$ cat src/design/tcce_pkg.sv
`default_nettype none

package tcce_pkg;

  typedef enum logic [1:0] {
    OP_WRITE = 2'd0,
    OP_SET   = 2'd1,
    OP_CLEAR = 2'd2
  } op_t;

  localparam logic [7:0] CH_BS        = 8'h08;
  localparam logic [7:0] CH_TAB       = 8'h09;
  localparam logic [7:0] CH_LF        = 8'h0A;
  localparam logic [7:0] CH_CR        = 8'h0D;
  localparam logic [7:0] CH_SPACE     = 8'h20;
  localparam logic [7:0] CH_PRINT_MAX = 8'h7F;

  localparam int TAB_STEP = 8;

  localparam logic [7:0] ATTR_RESET = 8'h07;

  typedef logic [0:0] cfg_idx_t;
  localparam cfg_idx_t CFG_TAB_ORIGIN = 1'b0;
  localparam cfg_idx_t CFG_TEXT_ATTR  = 1'b1;

  localparam int IN_TDATA_W  = 24;
  localparam int OUT_TDATA_W = 48;
  localparam int RESULT_W    = 43;

  typedef struct packed {
    op_t        operation;
    logic [7:0] char_code;
    logic [6:0] set_col;
    logic [4:0] set_row;
  } item_t;

  // Last member lands in the lowest bits.
  typedef struct packed {
    logic [4:0] cursor_row;
    logic [6:0] cursor_col;
    logic       clear_screen;
    logic       scroll_up;
    logic [7:0] write_attr;
    logic [7:0] write_char;
    logic [4:0] write_row;
    logic [6:0] write_col;
    logic       write_valid;
  } result_t;

endpackage

`default_nettype wire

$ cat src/design/tcce_in_reg.sv
`default_nettype none

module tcce_in_reg (
  input  wire logic            clk,
  input  wire logic            rst_n,
  input  wire logic            in_tvalid,
  output logic                 in_tready,
  input  wire tcce_pkg::item_t in_item,
  input  wire logic            advance,
  output logic                 item_valid,
  output tcce_pkg::item_t      item
);

  logic            valid_r;
  tcce_pkg::item_t item_r;

  // Holds one transaction; refills in the cycle it drains.
  assign in_tready  = !valid_r || advance;
  assign item_valid = valid_r;
  assign item       = item_r;

  always_ff @(posedge clk) begin
    if (!rst_n) begin
      valid_r <= 1'b0;
    end else if (in_tready) begin
      valid_r <= in_tvalid;
    end
  end

  always_ff @(posedge clk) begin
    if (in_tready && in_tvalid) begin
      item_r <= in_item;
    end
  end

endmodule

`default_nettype wire

$ cat src/design/tcce_cursor.sv
`default_nettype none

module tcce_cursor #(
  parameter int COLUMNS = 80,
  parameter int ROWS    = 25
) (
  input  wire logic               clk,
  input  wire logic               rst_n,
  input  wire logic               cfg_wr_en,
  input  wire tcce_pkg::cfg_idx_t cfg_index,
  input  wire logic [7:0]         cfg_wdata,
  input  wire logic               step,
  input  wire tcce_pkg::item_t    item,
  output tcce_pkg::result_t       result
);

  localparam int CW = $clog2(COLUMNS);
  localparam int RW = $clog2(ROWS);
  localparam int EW = CW + 4;
  localparam int RX = RW + 1;

  localparam logic [EW-1:0] COL_LIMIT = EW'(COLUMNS);
  localparam logic [CW-1:0] COL_LAST  = CW'(COLUMNS - 1);
  localparam logic [RX-1:0] ROW_LIMIT = RX'(ROWS);
  localparam logic [RW-1:0] ROW_LAST  = RW'(ROWS - 1);
  localparam logic [EW-1:0] TAB_MASK  = ~EW'(tcce_pkg::TAB_STEP - 1);

  logic [CW-1:0] col_r, col_nxt;
  logic [RW-1:0] row_r, row_nxt;
  logic [2:0]    tab_origin_r;
  logic [7:0]    attr_r;

  logic [EW-1:0] col_w;
  logic [RX-1:0] row_w;
  logic [EW-1:0] tab_sum;

  always_ff @(posedge clk) begin
    if (!rst_n) begin
      tab_origin_r <= '0;
      attr_r       <= tcce_pkg::ATTR_RESET;
    end else if (cfg_wr_en) begin
      unique case (cfg_index)
        tcce_pkg::CFG_TAB_ORIGIN: tab_origin_r <= cfg_wdata[2:0];
        tcce_pkg::CFG_TEXT_ATTR:  attr_r       <= cfg_wdata;
        default: ;
      endcase
    end
  end

  always_ff @(posedge clk) begin
    if (!rst_n) begin
      col_r <= '0;
      row_r <= '0;
    end else if (step) begin
      col_r <= col_nxt;
      row_r <= row_nxt;
    end
  end

  assign tab_sum = EW'(col_r) + EW'(tcce_pkg::TAB_STEP) - EW'(tab_origin_r);

  always_comb begin
    result  = '0;
    col_nxt = col_r;
    row_nxt = row_r;
    col_w   = EW'(col_r);
    row_w   = RX'(row_r);
    unique case (item.operation)
      tcce_pkg::OP_WRITE: begin
        if (item.char_code == tcce_pkg::CH_BS) begin
          // At column zero wrap to the end of the row above, pinned on the top row.
          if (col_r != '0) begin
            col_w = EW'(col_r) - EW'(1);
          end else begin
            col_w = EW'(COL_LAST);
            if (row_r != '0) begin
              row_w = RX'(row_r) - RX'(1);
            end
          end
          result.write_valid = 1'b1;
          result.write_col   = 7'(col_w);
          result.write_row   = 5'(row_w);
          result.write_char  = tcce_pkg::CH_SPACE;
          result.write_attr  = attr_r;
        end else if (item.char_code == tcce_pkg::CH_TAB) begin
          col_w = (tab_sum & TAB_MASK) + EW'(tab_origin_r);
        end else if (item.char_code == tcce_pkg::CH_CR) begin
          col_w = '0;
        end else if (item.char_code == tcce_pkg::CH_LF) begin
          col_w = '0;
          row_w = row_w + RX'(1);
        end else if (item.char_code >= tcce_pkg::CH_SPACE &&
                     item.char_code <= tcce_pkg::CH_PRINT_MAX) begin
          result.write_valid = 1'b1;
          result.write_col   = 7'(col_r);
          result.write_row   = 5'(row_r);
          result.write_char  = item.char_code;
          result.write_attr  = attr_r;
          col_w = col_w + EW'(1);
        end
        if (col_w >= COL_LIMIT) begin
          col_w = '0;
          row_w = row_w + RX'(1);
        end
        if (row_w >= ROW_LIMIT) begin
          result.scroll_up = 1'b1;
          row_w = RX'(ROW_LAST);
        end
        col_nxt = CW'(col_w);
        row_nxt = RW'(row_w);
      end
      tcce_pkg::OP_SET: begin
        col_nxt = (item.set_col > 7'(COLUMNS - 1)) ? COL_LAST : CW'(item.set_col);
        row_nxt = (32'(item.set_row) > 32'(ROWS - 1)) ? ROW_LAST : RW'(item.set_row);
      end
      tcce_pkg::OP_CLEAR: begin
        col_nxt = '0;
        row_nxt = '0;
        result.clear_screen = 1'b1;
      end
      default: ;
    endcase
    result.cursor_col = 7'(col_nxt);
    result.cursor_row = 5'(row_nxt);
  end

endmodule

`default_nettype wire

$ cat src/design/text_console_cursor_engine.sv
// Stages: the input register, then the result register that drives out_tvalid.
// Throughput: one transaction per cycle unless out_tready holds the output; the cursor update is
//   one pass of logic from the input register into the cursor and result registers.
// Reset (rst_n low, synchronous): cursor homed to column 0, row 0,
//   tab_origin 0, text_attr 0x07, both stage valids cleared.
`default_nettype none

module text_console_cursor_engine #(
  parameter int COLUMNS = 80,
  parameter int ROWS    = 25
) (
  input  wire logic        clk,
  input  wire logic        rst_n,
  input  wire logic        in_tvalid,
  output logic             in_tready,
  // char_code[7:0], set_col[14:8], set_row[19:15], zero fill
  input  wire logic [23:0] in_tdata,
  // operation[1:0]
  input  wire logic [1:0]  in_tuser,
  output logic             out_tvalid,
  input  wire logic        out_tready,
  // write_valid[0], write_col[7:1], write_row[12:8], write_char[20:13],
  // write_attr[28:21], scroll_up[29], clear_screen[30], cursor_col[37:31],
  // cursor_row[42:38], zero fill
  output logic [47:0]      out_tdata,
  input  wire logic        cfg_wr_en,
  input  wire logic [0:0]  cfg_index,
  input  wire logic [7:0]  cfg_wdata
);

  tcce_pkg::item_t   in_item;
  tcce_pkg::item_t   item;
  tcce_pkg::result_t result;
  tcce_pkg::result_t res_r;
  logic              item_valid;
  logic              advance;
  logic              step;
  logic              out_valid_r;

  assign in_item.operation = tcce_pkg::op_t'(in_tuser);
  assign in_item.char_code = in_tdata[7:0];
  assign in_item.set_col   = in_tdata[14:8];
  assign in_item.set_row   = in_tdata[19:15];

  assign advance = !out_valid_r || out_tready;
  assign step    = item_valid && advance;

  tcce_in_reg u_in_reg (
    .clk        (clk),
    .rst_n      (rst_n),
    .in_tvalid  (in_tvalid),
    .in_tready  (in_tready),
    .in_item    (in_item),
    .advance    (advance),
    .item_valid (item_valid),
    .item       (item)
  );

  tcce_cursor #(
    .COLUMNS (COLUMNS),
    .ROWS    (ROWS)
  ) u_cursor (
    .clk       (clk),
    .rst_n     (rst_n),
    .cfg_wr_en (cfg_wr_en),
    .cfg_index (cfg_index),
    .cfg_wdata (cfg_wdata),
    .step      (step),
    .item      (item),
    .result    (result)
  );

  always_ff @(posedge clk) begin
    if (!rst_n) begin
      out_valid_r <= 1'b0;
    end else if (advance) begin
      out_valid_r <= item_valid;
    end
  end

  always_ff @(posedge clk) begin
    if (step) begin
      res_r <= result;
    end
  end

  assign out_tvalid = out_valid_r;
  assign out_tdata  = {(tcce_pkg::OUT_TDATA_W - tcce_pkg::RESULT_W)'(0), res_r};

endmodule

`default_nettype wire

$ cat config.mk
export PLATFORM = sky130hd
export DESIGN_NAME = text_console_cursor_engine
export DESIGN_NICKNAME = d
export VERILOG_FILES = /design/src/design/tcce_pkg.sv /design/src/design/tcce_in_reg.sv /design/src/design/tcce_cursor.sv /design/src/design/text_console_cursor_engine.sv
export SDC_FILE = /design/constraint.sdc
export NUM_CORES = 1
export LEC_CHECK = 0
export BUFFER_PORTS_ARGS = -buffer_cell sky130_fd_sc_hd__buf_2
export CAP_MARGIN = 20
export CORE_MARGIN = 2
export CORE_UTILIZATION = 59
export CTS_BUF_LIST = sky130_fd_sc_hd__clkbuf_4
export CTS_CLUSTER_SIZE = 14
export DETAILED_ROUTE_END_ITERATION = 7
export PLACE_DENSITY = 0.95
export SLEW_MARGIN = 20
export SYNTH_ARGS = -nofsm -noshare
export SYNTH_HDL_FRONTEND = slang
export SYNTH_SLANG_ARGS = --single-unit
$ cat constraint.sdc
create_clock -name clk -period 7.1 [get_ports clk]
set_clock_uncertainty 0.1 [all_clocks]
set_input_delay 0.71 -clock clk [delete_from_list [all_inputs] [get_ports clk]]
set_output_delay 0.71 -clock clk [all_outputs]
set_load 0.01 [all_outputs]
==> metrics.yaml <==
n_antenna_cell: 0
synth_most_common_cell: "edfxtp_1"
critical_path_depth: 11
numCtsBuffers: 9
rsz0062_at_grt: "false"
yosys-top-cells-area: "edfxtp_1 (39%), dfxtp_1 (10%), nand2_1 (4.2%)"
ios: 90
crit_required_ns: 7.36
cts_tree: "done"
r2r-end: "u_cursor.row_r[1]"
slew_headroom_pct: 32.0
syn_area_per_cell_um2: 9.78
nNetsFinal: 630
postCtsSetupBuffers: 0
powerDensity_nw_per_um2: 192
ys_seq_area_share_pct: 49.0
hold_viol_final: 0
whs_ns: 0.331
end_kind: "flop"
io_buffer_count: 80
cts_htree_levels: 3
syn_area_um2: 5010
cts_buffer_depth: 2
wl_per_cell_um: 16.6
cpPeakStageDelay_ns: 0.66
holdBufCountCts: 0
endpoint: "u_cursor.row_r[1]"
status: "completed"
grt_max_degree: 58
yosysTopAreaCell: "edfxtp_1"
drt_first_pass_iters: 6
drc: 0
grt_pass1_wl_mm: 18.5
clk_pin_slew_ns: 0.14
crit_top_cell: "or4_4"
overflow: 0
postRouteAntennaNets: 0
drive_gt1_share_pct: 20.1
dpl.cell_count: 671
hold_path_class: "primary input to flop"
die_y_um: 96.1
num_rows: 33
start_util_pct: 60.9
ys_top_cells_by_count: "edfxtp_1 (65), nand2_1 (56), nor2_1 (52)"
synthArstFlopShare_pct: 0
clock-root-buffer: "clkbuf_4"
ys_seq_elements: 90
vdd_ir_drop_max_mv: 0.104
cp_cell_sequence: "or4_4 > nor3_2 > o21a_4 > xnor2_4 > inv_1 > ha_1 > o2111ai_2 > o211ai_1 > a31o_1 > or4_4 > a31oi_1"
hpwl_mm: 8.05
grt_pass1_vias: 3909
start_kind: "flop"
grt_antenna_before_repair: 0
gp_congestion: 0.882
reg2reg_from: "u_cursor.col_r[2]"
via_per_inst: 6.11
cp.arrival_ns: 4.17
critPathLaunch: "u_cursor.col_r[2]"
fin_crit_sh_pct: 55.1
crit_family: "simple AND/OR/NAND/NOR gates"
clock_sinks: 90
max_freq_mhz: 256
rr_worst_depth: 11
crit_slowest_cell: "or4_4"
wirelength_mm: 11.4
n_fill_cell: 612
synth_warnings: 0
synth_edf_count: 65
synth_cell_types: 77
drt-initial-drc-count: 331
cts_resized: 0
cp_num_buf_inv: 1
vias: 4201
crit_type: "flop to flop"
syn_inst: 512
grt.total_usage_pct: 26.0
clk_latency_ns: 0.44
leakage_nw: 2.14
fp.dieArea_um2: 9240
final_cells: 687
core-area_um2: 8220
worst_slew_pin_slew_ns: 1.02
final.setup.tns_ns: 0
slew_violations: 0
finalPower_mw: 1.07
worstPathMaxFanout: 16
finalSetupViolations: 0
rrSetupSlack_ns: 3.19
ys.flop_type: "edfxtp_1"
syn_to_final_growth_pct: 11.0
synth_top_area_share_pct: 39.0
die_x_um: 96.1
fin_crit_ns: 3.91
drv_cap: 0
-- flip-flops by register name, indices dropped and copies added, names as in the netlist --
name	count
out_tdata	43
out_tvalid	1
u_cursor.attr_r	8
u_cursor.col_r	7
u_cursor.row_r	5
u_cursor.tab_origin_r	3
u_in_reg.item	22
u_in_reg.item_valid	1
-- report_power, final --
| group | total (mW) | internal [mW] | switching, mW |
|---|---|---|---|
| Sequential | 0.622 | 0.593 | 0.0291 |
| Clock | 0.282 | 0.112 | 0.171 |
| Combinational | 0.164 | 0.0641 | 0.0994 |
-- metrics by stage --
step	setup slack, ns	cell area (um^2)	util, %
6_report	3.19	5560	67.6
5_1_grt	2.97	5560	67.6
4_1_cts	3.27	5560	67.6
3_5_place_dp	3.29	5420	65.9
3_3_place_gp	3.37	5420	65.9
2_1_floorplan	3.68	5030	-
-- routing by layer --
layer  global-route usage [%]  part of all wire, %
met1                     34.3                   43
met4                     10.5                  1.7
met5                        0                    0
met3                     3.99                  6.7
met2                     42.8                   48
-- how the worst min path moves through the flow --
| stage | start | endpoint | slack, ns | depth (start not counted) |
|---|---|---|---|---|
| floorplan | u_cursor.attr_r[2] | u_cursor.attr_r[2] | 0.33 | 2 |
| global placement | u_cursor.attr_r[2] | u_cursor.attr_r[2] | 0.34 | 2 |
| detailed placement | u_cursor.attr_r[1] | u_cursor.attr_r[1] | 0.35 | 2 |
| CTS | in_tdata[18] | u_in_reg.item[3] | 0.32 | 1 |
| global route | in_tdata[8] | u_in_reg.item[5] | 0.32 | 1 |
| finish | in_tdata[8] | u_in_reg.item[5] | 0.33 | 1 |
-- layout make-up --
class	count	area [um^2]	share of cell area, %
clock buffer	10	75.1	1.35
inverter	22	83.8	1.51
sequential	90	2450	44.1
clock inverter	6	66.3	1.19
multi-input combinational	373	2340	42.1
tap	105	131	2.36
timing repair buffer	81	408	7.34
-- cells in the final DEF, fill, tap and decap left out, types with 3 or more instances in the layout --
cell,instances
buf_2,80
o211ai_1,6
nor2_1,52
and2_1,11
ha_1,13
o221ai_1,7
nand2_1,56
inv_1,20
a21oi_1,30
nor3_1,10
a31oi_1,6
nand2b_1,7
nor2b_1,12
and3_1,13
nor4_1,4
or3_1,3
clkbuf_4,10
o21a_1,4
nand3_1,11
a21boi_0,6
o31ai_1,7
o41ai_1,3
conb_1,6
a211oi_1,3
nor3b_1,5
dfxtp_1,25
edfxtp_1,65
xnor2_1,11
o21ai_0,25
or4_1,3
mux2i_1,4
-- kinds of logic (layout without fill, tap and decap cells) --
group           after synthesis  in the layout  share of synthesized area, %
compound gates              128            128                          17.6
xor+xnor                     14             14                          2.82
fa+ha+maj                    13             13                          3.25
buf+inv                      54            119                          4.65
flops                        90             90                          49.0
mux                           6              6                          1.25
other cells                   1              6                        0.0749
simple gates                206            206                          21.4
(Power assumes the default switching activity.)
